## src/design/pfd_pkg.sv

```systemverilog
// ----------------------------------------------------------------------------
// pfd_pkg: shared constants and types for the pose frame decoder
// Frame layout byte positions, sign thresholds and yaw scaling constants.
// ----------------------------------------------------------------------------
package pfd_pkg;

    // frame layout
    localparam logic [4:0] FRAME_LEN     = 5'd21;
    localparam logic [4:0] IDX_FLAG      = 5'd1;
    localparam logic [4:0] IDX_X_FIRST   = 5'd2;
    localparam logic [4:0] IDX_X_LAST    = 5'd5;
    localparam logic [4:0] IDX_Y_FIRST   = 5'd6;
    localparam logic [4:0] IDX_Y_LAST    = 5'd7;
    localparam logic [4:0] IDX_ANG_FIRST = 5'd10;
    localparam logic [4:0] IDX_ANG_LAST  = 5'd11;
    localparam logic [4:0] IDX_TAG_FIRST = 5'd14;
    localparam logic [4:0] IDX_TAG_LAST  = 5'd17;
    localparam int         FLAG_BIT      = 6;

    // sign folding thresholds
    localparam logic [29:0] X_HALF = 30'h0080_0000;
    localparam logic [29:0] X_SPAN = 30'h0100_0000;
    localparam logic [15:0] Y_HALF = 16'h2000;
    localparam logic [15:0] Y_SPAN = 16'h4000;
    localparam logic [24:0] X_SAT  = 25'h180_0000;   // -8388608
    localparam logic [14:0] Y_SAT  = 15'h6000;       // -8192

    // angle handling
    localparam logic [13:0] ANG_MAX  = 14'h3FFF;
    localparam logic [13:0] ANG_HALF = 14'd1800;
    localparam logic [14:0] ANG_FULL = 15'd3600;

    // yaw to radians Q16: (yaw * YAW_SCALE + YAW_ROUND) >>> 8
    localparam logic signed [31:0] YAW_SCALE = 32'sd29282;
    localparam logic signed [31:0] YAW_ROUND = 32'sd128;

    // completed frame handed from the accumulator stage to the convert stage
    typedef struct packed {
        logic [29:0]        x;
        logic [15:0]        y;
        logic signed [14:0] yaw;
        logic [29:0]        tag;
    } frame_snap_t;

endpackage

```

## src/design/pose_frame_decoder_core.sv

```systemverilog
// ----------------------------------------------------------------------------
// pose_frame_decoder_core: byte-stream position frame decoder
// Accumulates a 21-byte frame, checks XOR checksum and on-code flag, and
// emits x/y offsets, yaw and tag for every good frame.
// ----------------------------------------------------------------------------
// Usage:
//   Input channel (in_valid/in_stall): one frame byte per transfer with
//   chunk_end marking the last byte of a received chunk.
//   Output channel (out_valid/out_stall): one decoded pose per good frame.
//   Throughput: one byte per cycle while the output is not stalled.
//   A result passes from the transfer of the byte carrying chunk_end through
//   the input register and the accumulate/snapshot register, then through
//   the convert stage with its single multiply into the output register.
//   A chunk shorter than 21 bytes, a bad checksum or a clear on-code flag
//   gives no result; bytes beyond the 21st are ignored until chunk_end.
//   Reset clears the frame state and all valid flags; no clearing pass.
//   When the receiver stalls, the output holds and a finished frame waits in
//   the snapshot register. With both of them held the accumulate stage
//   halts; the input register and then a one-entry skid buffer fill, and
//   in_stall rises only once the skid buffer holds the transfer in flight.
// ----------------------------------------------------------------------------
module pose_frame_decoder_core
(
    input  logic               clk,
    input  logic               rst_n,
    // input channel
    input  logic               in_valid,
    output logic               in_stall,
    input  logic [7:0]         data_byte,
    input  logic               chunk_end,
    // output channel
    output logic               out_valid,
    input  logic               out_stall,
    output logic [29:0]        tag_id,
    output logic signed [24:0] x_pos,
    output logic signed [14:0] y_pos,
    output logic signed [14:0] yaw_deci_deg,
    output logic signed [21:0] yaw_rad_q16,
    output logic               range_error
);

    // ------------------------------------------------------------------
    // Pipeline control
    // ------------------------------------------------------------------
    logic        skid_full_reg;
    logic [7:0]  skid_byte_reg;
    logic        skid_end_reg;
    logic        in_valid_reg;
    logic [7:0]  in_byte_reg;
    logic        in_end_reg;
    logic        snap_valid_reg;
    pfd_pkg::frame_snap_t snap_reg;
    logic        out_valid_reg;

    logic        in_take;
    logic        out_free;
    logic        snap_free;
    logic        snap_adv;
    logic        acc_go;
    logic        in_reg_free;

    assign in_stall    = skid_full_reg;
    assign in_take     = in_valid && !skid_full_reg;
    assign out_free    = !out_valid_reg || !out_stall;
    assign snap_adv    = snap_valid_reg && out_free;
    assign snap_free   = !snap_valid_reg || out_free;
    assign acc_go      = in_valid_reg && snap_free;
    assign in_reg_free = !in_valid_reg || acc_go;

    // ------------------------------------------------------------------
    // Input register with skid entry
    // ------------------------------------------------------------------
    always_ff @(posedge clk or negedge rst_n)
    begin
        if (!rst_n)
        begin
            skid_full_reg <= 1'b0;
            in_valid_reg  <= 1'b0;
        end
        else
        begin
            if (skid_full_reg)
            begin
                if (in_reg_free)
                begin
                    skid_full_reg <= 1'b0;
                    in_valid_reg  <= 1'b1;
                end
            end
            else if (in_reg_free)
            begin
                in_valid_reg <= in_take;
            end
            else if (in_take)
            begin
                skid_full_reg <= 1'b1;
            end
        end
    end

    always_ff @(posedge clk)
    begin
        if (skid_full_reg)
        begin
            if (in_reg_free)
            begin
                in_byte_reg <= skid_byte_reg;
                in_end_reg  <= skid_end_reg;
            end
        end
        else if (in_take)
        begin
            if (in_reg_free)
            begin
                in_byte_reg <= data_byte;
                in_end_reg  <= chunk_end;
            end
            else
            begin
                skid_byte_reg <= data_byte;
                skid_end_reg  <= chunk_end;
            end
        end
    end

    // ------------------------------------------------------------------
    // Frame accumulation
    // ------------------------------------------------------------------
    logic [4:0]  byte_index_reg, byte_index_next;
    logic [7:0]  xor_sum_reg, xor_sum_next;
    logic        on_code_flag_reg, on_code_flag_next;
    logic [29:0] x_accum_reg, x_accum_next;
    logic [15:0] y_accum_reg, y_accum_next;
    logic [15:0] angle_accum_reg, angle_accum_next;
    logic [29:0] tag_accum_reg, tag_accum_next;
    logic        in_frame;
    logic        frame_good;
    logic [13:0] ang_clamped;
    logic signed [14:0] yaw_wrapped;

    assign in_frame = (byte_index_reg < pfd_pkg::FRAME_LEN);

    always_comb
    begin
        byte_index_next   = byte_index_reg;
        xor_sum_next      = xor_sum_reg;
        on_code_flag_next = on_code_flag_reg;
        x_accum_next      = x_accum_reg;
        y_accum_next      = y_accum_reg;
        angle_accum_next  = angle_accum_reg;
        tag_accum_next    = tag_accum_reg;
        if (in_frame)
        begin
            byte_index_next = byte_index_reg + 5'd1;
            xor_sum_next    = xor_sum_reg ^ in_byte_reg;
            if (byte_index_reg == pfd_pkg::IDX_FLAG)
            begin
                on_code_flag_next = in_byte_reg[pfd_pkg::FLAG_BIT];
            end
            if (byte_index_reg >= pfd_pkg::IDX_X_FIRST && byte_index_reg <= pfd_pkg::IDX_X_LAST)
            begin
                x_accum_next = {x_accum_reg[22:0], 7'd0} + {22'd0, in_byte_reg};
            end
            if (byte_index_reg == pfd_pkg::IDX_Y_FIRST || byte_index_reg == pfd_pkg::IDX_Y_LAST)
            begin
                y_accum_next = {y_accum_reg[8:0], 7'd0} + {8'd0, in_byte_reg};
            end
            if (byte_index_reg == pfd_pkg::IDX_ANG_FIRST
                || byte_index_reg == pfd_pkg::IDX_ANG_LAST)
            begin
                angle_accum_next = {angle_accum_reg[8:0], 7'd0} + {8'd0, in_byte_reg};
            end
            if (byte_index_reg >= pfd_pkg::IDX_TAG_FIRST
                && byte_index_reg <= pfd_pkg::IDX_TAG_LAST)
            begin
                tag_accum_next = {tag_accum_reg[22:0], 7'd0} + {22'd0, in_byte_reg};
            end
        end
    end

    assign frame_good = (byte_index_next == pfd_pkg::FRAME_LEN) && (xor_sum_next == 8'd0)
                        && on_code_flag_next;

    // clamp to 14 bits, then fold the upper half-turn to negative
    assign ang_clamped = (angle_accum_next[15:14] != 2'd0) ? pfd_pkg::ANG_MAX
                                                           : angle_accum_next[13:0];
    assign yaw_wrapped = (ang_clamped > pfd_pkg::ANG_HALF)
                         ? $signed({1'b0, ang_clamped} - pfd_pkg::ANG_FULL)
                         : $signed({1'b0, ang_clamped});

    always_ff @(posedge clk or negedge rst_n)
    begin
        if (!rst_n)
        begin
            byte_index_reg   <= '0;
            xor_sum_reg      <= '0;
            on_code_flag_reg <= 1'b0;
            x_accum_reg      <= '0;
            y_accum_reg      <= '0;
            angle_accum_reg  <= '0;
            tag_accum_reg    <= '0;
        end
        else if (acc_go)
        begin
            if (in_end_reg)
            begin
                byte_index_reg   <= '0;
                xor_sum_reg      <= '0;
                on_code_flag_reg <= 1'b0;
                x_accum_reg      <= '0;
                y_accum_reg      <= '0;
                angle_accum_reg  <= '0;
                tag_accum_reg    <= '0;
            end
            else
            begin
                byte_index_reg   <= byte_index_next;
                xor_sum_reg      <= xor_sum_next;
                on_code_flag_reg <= on_code_flag_next;
                x_accum_reg      <= x_accum_next;
                y_accum_reg      <= y_accum_next;
                angle_accum_reg  <= angle_accum_next;
                tag_accum_reg    <= tag_accum_next;
            end
        end
    end

    // ------------------------------------------------------------------
    // Snapshot of a completed good frame
    // ------------------------------------------------------------------
    logic snap_load;

    assign snap_load = acc_go && in_end_reg && frame_good;

    always_ff @(posedge clk or negedge rst_n)
    begin
        if (!rst_n)
        begin
            snap_valid_reg <= 1'b0;
        end
        else if (snap_free)
        begin
            snap_valid_reg <= snap_load;
        end
    end

    always_ff @(posedge clk)
    begin
        if (snap_load)
        begin
            snap_reg.x   <= x_accum_next;
            snap_reg.y   <= y_accum_next;
            snap_reg.yaw <= yaw_wrapped;
            snap_reg.tag <= tag_accum_next;
        end
    end

    // ------------------------------------------------------------------
    // Conversion into the output register
    // ------------------------------------------------------------------
    logic signed [24:0] x_conv;
    logic signed [14:0] y_conv;
    logic               x_err;
    logic               y_err;
    logic signed [31:0] yaw_prod;

    always_comb
    begin
        x_err = 1'b0;
        if (snap_reg.x <= pfd_pkg::X_HALF)
        begin
            x_conv = snap_reg.x[24:0];
        end
        else if (snap_reg.x <= pfd_pkg::X_SPAN)
        begin
            x_conv = snap_reg.x[24:0] - pfd_pkg::X_SPAN[24:0];
        end
        else
        begin
            x_conv = pfd_pkg::X_SAT;
            x_err  = 1'b1;
        end
    end

    always_comb
    begin
        y_err = 1'b0;
        if (snap_reg.y <= pfd_pkg::Y_HALF)
        begin
            y_conv = snap_reg.y[14:0];
        end
        else if (snap_reg.y <= pfd_pkg::Y_SPAN)
        begin
            y_conv = snap_reg.y[14:0] - pfd_pkg::Y_SPAN[14:0];
        end
        else
        begin
            y_conv = pfd_pkg::Y_SAT;
            y_err  = 1'b1;
        end
    end

    // arithmetic shift floors, as required for negative yaw
    assign yaw_prod = $signed({{17{snap_reg.yaw[14]}}, snap_reg.yaw}) * pfd_pkg::YAW_SCALE
                      + pfd_pkg::YAW_ROUND;

    logic [29:0]        tag_id_reg;
    logic signed [24:0] x_pos_reg;
    logic signed [14:0] y_pos_reg;
    logic signed [14:0] yaw_deci_deg_reg;
    logic signed [21:0] yaw_rad_q16_reg;
    logic               range_error_reg;

    always_ff @(posedge clk or negedge rst_n)
    begin
        if (!rst_n)
        begin
            out_valid_reg <= 1'b0;
        end
        else if (out_free)
        begin
            out_valid_reg <= snap_valid_reg;
        end
    end

    always_ff @(posedge clk)
    begin
        if (snap_adv)
        begin
            tag_id_reg       <= snap_reg.tag;
            x_pos_reg        <= x_conv;
            y_pos_reg        <= y_conv;
            yaw_deci_deg_reg <= snap_reg.yaw;
            yaw_rad_q16_reg  <= yaw_prod[29:8];
            range_error_reg  <= x_err || y_err;
        end
    end

    assign out_valid    = out_valid_reg;
    assign tag_id       = tag_id_reg;
    assign x_pos        = x_pos_reg;
    assign y_pos        = y_pos_reg;
    assign yaw_deci_deg = yaw_deci_deg_reg;
    assign yaw_rad_q16  = yaw_rad_q16_reg;
    assign range_error  = range_error_reg;

    // ------------------------------------------------------------------
    // Assertions
    // ------------------------------------------------------------------
    a_skid_behind_input: assert property (@(posedge clk) disable iff (!rst_n)
        skid_full_reg |-> in_valid_reg)
        else $error("skid entry occupied while input register empty");

    a_index_bounded: assert property (@(posedge clk) disable iff (!rst_n)
        byte_index_reg <= pfd_pkg::FRAME_LEN)
        else $error("byte index beyond frame length");

    a_clear_after_end: assert property (@(posedge clk) disable iff (!rst_n)
        (acc_go && in_end_reg) |=> (byte_index_reg == 5'd0 && xor_sum_reg == 8'd0))
        else $error("frame state not cleared after chunk end");

    a_yaw_range: assert property (@(posedge clk) disable iff (!rst_n)
        out_valid_reg |-> (yaw_deci_deg_reg >= -15'sd1799 && yaw_deci_deg_reg <= 15'sd12783))
        else $error("yaw outside folded range");

endmodule
```

## config.mk

```make
export PLATFORM = sky130hd
export DESIGN_NAME = pose_frame_decoder_core
export DESIGN_NICKNAME = d
export VERILOG_FILES = /design/src/design/pfd_pkg.sv /design/src/design/pose_frame_decoder_core.sv
export SDC_FILE = /design/constraint.sdc
export NUM_CORES = 1
export LEC_CHECK = 0
export ABC_AREA = 0
export BUFFER_PORTS_ARGS = -buffer_cell sky130_fd_sc_hd__buf_2
export CORE_MARGIN = 2
export CORE_UTILIZATION = 45
export DETAILED_ROUTE_END_ITERATION = 8
export GPL_ROUTABILITY_DRIVEN = 0
export HOLD_SLACK_MARGIN = 0.1
export PLACE_DENSITY = 0.71
export SETUP_SLACK_MARGIN = 0.4
export SLEW_MARGIN = 30
export SYNTH_ARGS = -nofsm -noshare
export SYNTH_HDL_FRONTEND = slang
export SYNTH_SLANG_ARGS = --single-unit
```

## constraint.sdc

```tcl
create_clock -name clk -period 8.3 [get_ports clk]
set_input_delay 0 -clock clk [delete_from_list [all_inputs] [get_ports clk]]
set_output_delay 0 -clock clk [all_outputs]
set_load 0.02 [all_outputs]
```

# Word-level counts from Yosys, hierarchy flattened
# Index checks and enable logic that the tools add are counted.
# totals
register_bits	327
ramBits	0
output_inout_bits	110
latchBits	0
mem_bits_ro	0
inputBits	13
mem_count	0
wordCells	124
# op_classes
muxes	44
multipliers	1
shifts	0
order_cmp	10
n_eq_ne	6
n_reduce_logical	25
div_mod_pow	0
add_sub_neg	9
bitwise	3
# ops
operator	n
30-bit 2-to-1 mux	6
16-bit 2-to-1 mux	6
30-bit by 8-bit adder with 30-bit output	2
25-bit 2-to-1 mux	2
8-bit 2-to-1 mux	6
16-bit by 8-bit adder with 16-bit output	2
30-bit by 9-bit adder with 30-bit output, second input constant	1
30-bit by 24-bit <= comparator with 1-bit output, second input constant	1
30-bit by 25-bit <= comparator with 1-bit output, second input constant	1
15-bit 2-to-1 mux	2
15-bit by 15-bit multiplier with 29-bit output, second input constant	1
14-bit 2-to-1 mux	2
25-bit subtractor, second input constant	1
1-bit 2-to-1 mux	18
16-bit by 14-bit <= comparator with 1-bit output, second input constant	1
16-bit by 15-bit <= comparator with 1-bit output, second input constant	1
14-bit by 12-bit subtractor with 15-bit output, second input constant	1
15-bit subtractor, second input constant	1
14-bit by 11-bit greater-than comparator with 1-bit output, second input constant	1
5-bit by 3-bit equality test with 1-bit output, second input constant	2
5-bit by 4-bit equality test with 1-bit output, second input constant	2
5-bit 2-to-1 mux	2
1-bit logical AND	9
8-bit logical NOT	1
other kinds (15)	26

# Logic depth before layout (Yosys ltp)
# Gate-level depths: netlist (run 1).
# logic_depth
word_depth	8
depth_mapped	21
depth_no_buf	19

# Worst setup path before layout (run 1)
# Ideal clock, no wire load.
# synth_path
path_kind	reg-to-reg
from	reg out_valid_reg (netlist: out_valid)
to	reg range_error_reg (netlist: range_error) (enable)
path_slack_ns	-0.767
synth_period_minus_slack_ns	9.067
setup_time_ns	0.740
required_time_ns	7.560
path_stages_with_launch	2
arrival_time_ns	8.327
n_path_buf	0
path_cell_list	dfrtp_1 -> a21boi_0
# synth_via
elab_chain_cells	3
# synth_lines
element	line	text
start, declared	pose_frame_decoder_core.sv:53	logic out_valid_reg;
start signal, assigned	pose_frame_decoder_core.sv:322	out_valid_reg <= snap_valid_reg;
1-bit logical NOT	pose_frame_decoder_core.sv:64	assign out_free = !out_valid_reg || !out_stall;
1-bit logical OR	pose_frame_decoder_core.sv:64	
1-bit logical AND	pose_frame_decoder_core.sv:65	assign snap_adv = snap_valid_reg && out_free;
via snap_adv	pose_frame_decoder_core.sv:58	logic snap_adv;
end signal, assigned	pose_frame_decoder_core.sv:335	range_error_reg <= x_err || y_err;
end, declared	pose_frame_decoder_core.sv:312	logic range_error_reg;
# The timed path passes the listed nets, and every way through them passes these cells.
# A chain may end at the register's enable or synchronous reset.

# Worst setup path after layout (run 1)
# layout_path
from	reg snap_reg[44] in the netlist's numbering
to	reg yaw_rad_q16_reg[20] (netlist: yaw_rad_q16[20]) (data pin)
# layout_via
elab_chain_cells	2
# layout_lines
element	line	text
start, declared	pose_frame_decoder_core.sv:52	pfd_pkg::frame_snap_t snap_reg;
15-bit by 15-bit multiplier with 29-bit output	pose_frame_decoder_core.sv:304	assign yaw_prod = $signed({{17{snap_reg.yaw[14]}}, snap_reg.yaw}) * pfd_pkg::YAW_SCALE
30-bit by 9-bit adder with 30-bit output	pose_frame_decoder_core.sv:305	+ pfd_pkg::YAW_ROUND;
via yaw_prod[28]	pose_frame_decoder_core.sv:265	logic signed [31:0] yaw_prod;
end signal, assigned	pose_frame_decoder_core.sv:334	yaw_rad_q16_reg <= yaw_prod[29:8];
end, declared	pose_frame_decoder_core.sv:311	logic signed [21:0] yaw_rad_q16_reg;
# The timed path passes the listed nets, and every way through them passes these cells.

==> flow_summary.toml, run 1 <==
[outcome]
status = "finished clean"

[worst_setup_path]
rr_worst_depth = 16
cp.arrival_ns = 6.50
crit_fanout = 21
crit_cells = 16
cp-startpoint = "snap_reg[44]$_SDFFCE_PP0P_"
cpMaxStageDelayCell = "edfxtp_1"
path_class = "reg2reg"
path_buf_inv = 2
r2r_start = "snap_reg[44]$_SDFFCE_PP0P_"
required_ns = 8.58
crit_chain = "inv_1 -> fa_1 -> inv_1 -> ha_1 -> fa_1 -> fa_1 -> ha_1 -> ha_1 -> a21oi_1 -> o221ai_1 -> a21oi_2 -> xor2_1 -> a2111oi_4 -> nor4b_4 -> nand4_1 -> xor2_1"
crit_path_end_kind = "register"
max_stage_delay_ns = 0.85
start_kind = "register"
path_delay_family = "adder cells"

[synth]
yosysWarnings = 0
async_reset_ff_frac = 0.336
synth.top_cell.area_share = 0.356
synthCells = 1534
ys_seq_area_frac = 0.506
ys_seq_elements = 327
yosys.area.top_type = "edfxtp_1"
synth_ff_type = "edfxtp_1"
avgSynthCellArea_sq_um = 11.9
synthTopCellsByArea = "edfxtp_1, dfrtp_1, ha_1, fa_1, a22o_1"
synth_fp_nets = 1713
ys_types = 82
synth_edf_count = 217
syn_area_sq_mm = 0.0183

[final_layout]
antenna_cells = 0
areaGrowthSynthToFinish_pct = 13.4
largest_reg_flops = 91
nNetsFinal = 1826
layout_common_cells = "edfxtp_1, buf_2, ha_1, dfrtp_1, nand2_1"
mostFrequentLayoutCell = "edfxtp_1"
drive_gt1_frac = 0.152

[power_and_ir_drop]
power_switching_uw = 908
pwr-share-seq = 0.500
pwr-share-clk = 0.417
leakagePower_nw = 8.58
sw_frac_of_total = 0.241
power_frac_comb = 0.083
irDropWorstVdd_v = 0.000134
p_int_mw = 2.85
power_density_mw_per_mm2 = 181

[detailed_routing]
drtIter0Drc = 667
vias_per_cell = 5.55
finalWirelength_um = 38000
avgRoutedWirePerCell_um = 17.3
ant_nets = 0
first_pass_iters = 6
vias = 12215
post-route-drc-count = 0

[sta]
relSlewSlack = 0.383
skew_ns = 0.0284
timing.hold.ws_ns = 0.173
drv_slew = 0
fin_setup_tns_ns = 0
setup_violations = 0
max_clock_freq_ghz = 0.161
period_share = 0.749
max_slew.worst_pin.slew_ns = 0.923
hold_viol = 0
rsz0062_at_grt = "false"
fin_crit_ns = 6.21

[die]
die_y_um = 206
coreArea_sq_mm = 0.0399
fp.dieW_um = 206
rows = 73
dieArea_sq_mm = 0.0423
start_util = 0.458
ios = 123

[clock_network]
cts_hold_buf = 15
clk_path_buf_depth = 3
clock-root-buffer = "clkbuf_16"
clk_latency_ns = 0.56
cts_setup_buffers = 0
cts_made_buffers = 35
cts_tree = "built"
ctsResizeCount = 0
h-tree-depth = 2
cts.clk_slew.worst_paths_ns = 0.06
cts_sinks = 327

[placed_design]
io_buffers = 122
dp_hpwl_um = 26100

[min_path]
hp-start = "data_byte[7]"
min_path_type = "in2reg"
whs_path_depth = 2

[global_route]
grt_pass1_vias = 12150
grt_first_pass_wirelength_um = 62100
track_usage = 0.183
grt_start_max_net_pins = 71
antenna_found_initial = 0
overflow = 0

[flow_run]
max_cap_violations = 0
## per-stage QoR
step            util  power, mW  worst slack [ns]  cell area, sq um  std cells
5_1_grt        0.520       3.91              1.67             20800       2199
3_3_place_gp   0.486       2.20              2.30             19400       2119
2_1_floorplan      -       2.12              2.07             18300       1534
6_report       0.520       3.76              2.09             20800       2199
4_1_cts        0.519       3.80              2.09             20700       2198
3_5_place_dp   0.486       2.21              2.15             19400       2119
## synthesized netlist by cell type (5+ instances only)
| library cell | count |
|---|---|
| nor4_1 | 10 |
| nand4_1 | 11 |
| edfxtp_1 | 217 |
| o32ai_1 | 5 |
| a21o_1 | 16 |
| ha_1 | 111 |
| or3_1 | 12 |
| a21oi_1 | 63 |
| nor2b_1 | 5 |
| and2_1 | 20 |
| nor3_1 | 27 |
| and4_1 | 6 |
| o21a_1 | 5 |
| buf_2 | 11 |
| a31oi_1 | 9 |
| nor2_1 | 73 |
| nand3_1 | 55 |
| a22o_1 | 87 |
| fa_1 | 55 |
| xor2_1 | 64 |
| nand2_1 | 109 |
| o21ai_0 | 67 |
| inv_1 | 90 |
| xnor2_1 | 50 |
| mux2_2 | 37 |
| o31ai_1 | 6 |
| mux2i_1 | 6 |
| o211ai_1 | 5 |
| and3_1 | 45 |
| dfrtp_1 | 110 |
| clkbuf_1 | 54 |
## power by group through the flow
stage,Clock [mW],Combinational (mW),Sequential [mW]
finish,1.57,0.313,1.88
global route,1.67,0.349,1.89
CTS,1.61,0.312,1.88
detailed placement,0,0.303,1.91
global placement,0,0.293,1.91
floorplan,0,0.242,1.88
## final timing paths
kind                            slack [ns]                       endpoint
worst max-delay path                  2.09      yaw_rad_q16[20]$_DFFE_PP_
worst min-delay path                  0.17     skid_byte_reg[7]$_DFFE_PP_
worst max register to register        2.09      yaw_rad_q16[20]$_DFFE_PP_
worst min register to register        0.42           tag_id[21]$_DFFE_PP_
max in group asynchronous             7.21  tag_accum_reg[24]$_DFFE_PN0P_
min in group asynchronous             0.50    x_accum_reg[22]$_DFFE_PN0P_
## routing by layer
layer  GRT usage  wire [um]  up-vias
met5           0          0        -
met4      0.0457        704        0
met3      0.0339       1850       55
met2       0.311      18700      313
met1       0.242      16700     6009
li1            -          -     5838
## logic make-up after synthesis
family          after synthesis  share of synthesized area
xor+xnor                    114                     0.0546
simple gates                403                      0.115
flops                       327                      0.506
compound gates              316                      0.125
buf+inv                     164                     0.0362
mux                          44                     0.0269
fa+ha+maj                   166                      0.136
## area by class of cell
cell class                 instances  area, sq um
fill                            3348        19200
tap                              525          657
multi-input combinational       1043         8430
sequential                       327         9270
timing repair buffer             150          898
clock buffer                      49          968
inverter                          90          338
clock inverter                    15          193
Note: power is estimated with default switching activity, not from simulation.
==> run 2, diff against run 1 <==
--- a/config.mk
+++ b/config.mk
@@ -12,7 +12,7 @@
 export DETAILED_ROUTE_END_ITERATION = 8
 export GPL_ROUTABILITY_DRIVEN = 0
 export HOLD_SLACK_MARGIN = 0.1
-export PLACE_DENSITY = 0.71
+export PLACE_DENSITY = 0.68
 export SETUP_SLACK_MARGIN = 0.4
 export SLEW_MARGIN = 30
 export SYNTH_ARGS = -nofsm -noshare
==> constraint.sdc (replaced) <==
create_clock -name clk -period 6.4 [get_ports clk]
set_input_delay 0 -clock clk [delete_from_list [all_inputs] [get_ports clk]]
set_output_delay 0 -clock clk [all_outputs]
set_load 0.02 [all_outputs]
==> run 2 against run 1 <==
Die area unchanged; routed wire length increased by 1.3%; register-to-register slack got worse by 1.5 ns; utilization increased by 0.67 points; largest cell class unchanged; count of clock-buffer cells in the layout increased by 2; worst hold slack improved by 0.0058 ns; sequential power increased by 30%; first-iteration DRC count decreased by 3.1%.
==> flow_summary.toml, run 2 (same netlist as run 1, synthesis figures left out) <==
[clock_network]
cts.clk_slew.worst_paths_ns = 0.06
clk_path_buf_depth = 3
h-tree-depth = 2
clk_latency_ns = 0.55
clock-root-buffer = "clkbuf_16"
cts_sinks = 327
cts_tree = "built"
cts_made_buffers = 38

[power_and_ir_drop]
irDropWorstVdd_v = 0.000164
power_density_mw_per_mm2 = 237
leakagePower_nw = 8.69
finalPower_mw = 4.98

[min_path]
min_path_type = "in2reg"
whs_path_depth = 2

[die]
dieArea_sq_mm = 0.0423
start_util = 0.458
fp.dieW_um = 206
die_y_um = 206
ios = 123
coreArea_sq_mm = 0.0399
rows = 73

[global_route]
track_usage = 0.184
grt_first_pass_wirelength_um = 62400
overflow = 0
grt_start_max_net_pins = 74
grt_pass1_vias = 12154
antenna_found_initial = 0

[sta]
setup_violations = 0
rsz0062_at_grt = "false"
fin_setup_tns_ns = 0
max_clock_freq_ghz = 0.172
skew_ns = 0.0304
hold_viol = 0
relSlewSlack = 0.387
timing.hold.ws_ns = 0.179
max_slew.worst_pin.slew_ns = 0.918
drv_slew = 0
period_share = 0.909
fin_crit_ns = 5.82

[worst_setup_path]
crit_fanout = 9
start_kind = "register"
crit_path_end_kind = "register"
required_ns = 6.66
rr_worst_depth = 17
path_class = "reg2reg"
cp.arrival_ns = 6.08

[detailed_routing]
ant_nets = 0
vias_per_cell = 5.50
drtIter0Drc = 646
avgRoutedWirePerCell_um = 17.3
post-route-drc-count = 0
finalWirelength_um = 38500
vias = 12233
first_pass_iters = 5

[final_layout]
mostFrequentLayoutCell = "edfxtp_1"
regArea_sq_mm = 0.00927
antenna_cells = 0
drive_gt1_frac = 0.171
layout_common_cells = "edfxtp_1, buf_2, dfrtp_1, ha_1, nand2_1"
nNetsFinal = 1850
largest_reg_flops = 91
areaGrowthSynthToFinish_pct = 14.9
multiInputGateArea_sq_mm = 0.00846
final-instance-count-excl-fill = 2226
nFillCells = 3383

[flow_run]
max_cap_violations = 0

[placed_design]
dp_hpwl_um = 25900
io_buffers = 122
place_inst = 2121

[outcome]
status = "finished clean"
run 2: cell types whose count changed in the layout (fill, tap and decap cells not counted), moves of 2 or more:
cell	delta
clkbuf_8	-3
ha_2	+2
clkinv_1	-3
clkinvlp_4	+7
clkbuf_16	+4
a21oi_1	-2
buf_6	+2
ha_1	-2
buf_4	+19
run 2: what timing repair did:
| item | 4_1_cts | 5_1_grt |
|---|---|---|
| resized for setup | 1 | 7 |
| hold endpoints to repair | 97 | 0 |
| hold buffers | 15 | 0 |
| setup buffers | 0 | 20 |
| setup endpoints to repair | 2 | 7 |
| pin swaps | 0 | 4 |
run 2: per-layer routing:
layer,global-route usage,vias up,wire length [um]
li1,-,5877,-
met1,0.248,6011,17200
met2,0.304,281,18500
met3,0.0314,64,1960
met4,0.0563,0,799
met5,0,-,0
run 2: metrics by stage:
step,util,worst slack [ns],cell area (sq um)
after floorplan,-,0.414,18300
after global placement,0.486,0.585,19400
after detailed placement,0.487,0.379,19400
after CTS,0.522,0.429,20800
after global routing,0.527,0.366,21000
final,0.527,0.582,21000
run 2: final timing paths:
check	endpoint	start	slack [ns]
min in group asynchronous	x_accum_reg[19]$_DFFE_PN0P_	rst_n	0.51
max in group asynchronous	y_accum_reg[10]$_DFFE_PN0P_	rst_n	5.24
max	yaw_rad_q16[19]$_DFFE_PP_	snap_reg[37]$_DFFE_PP_	0.58
max reg2reg	yaw_rad_q16[19]$_DFFE_PP_	snap_reg[37]$_DFFE_PP_	0.58
min	skid_byte_reg[2]$_DFFE_PP_	data_byte[2]	0.18
min reg2reg	tag_id[29]$_DFFE_PP_	snap_reg[29]$_DFFE_PP_	0.42
run 2: layout make-up:
| class | count | area share |
|---|---|---|
| timing repair buffer | 171 | 0.0500 |
| clock buffer | 51 | 0.0490 |
| sequential | 327 | 0.441 |
| clock inverter | 19 | 0.0103 |
| tap | 525 | 0.0312 |
| inverter | 90 | 0.0161 |
| multi-input combinational | 1043 | 0.402 |
run 2: where the power goes:
group	switching, mW	internal, mW	total [mW]
sequential	0.103	2.34	2.44
combinational	0.234	0.170	0.404
clock	0.871	1.27	2.14
run 2: critical path, cell delays in order (launching register included):
cell and delay (ns):
edfxtp_1 0.47, buf_4 0.18, ha_1 0.30, fa_1 0.51, fa_1 0.53, inv_1 0.06
fa_1 0.51, fa_1 0.54, inv_1 0.04, ha_1 0.29, ha_2 0.43, a21o_1 0.20
nor3_1 0.06, a211o_1 0.34, a2111oi_4 0.37, nor4b_4 0.37, nand3_1 0.16, xor2_1 0.19
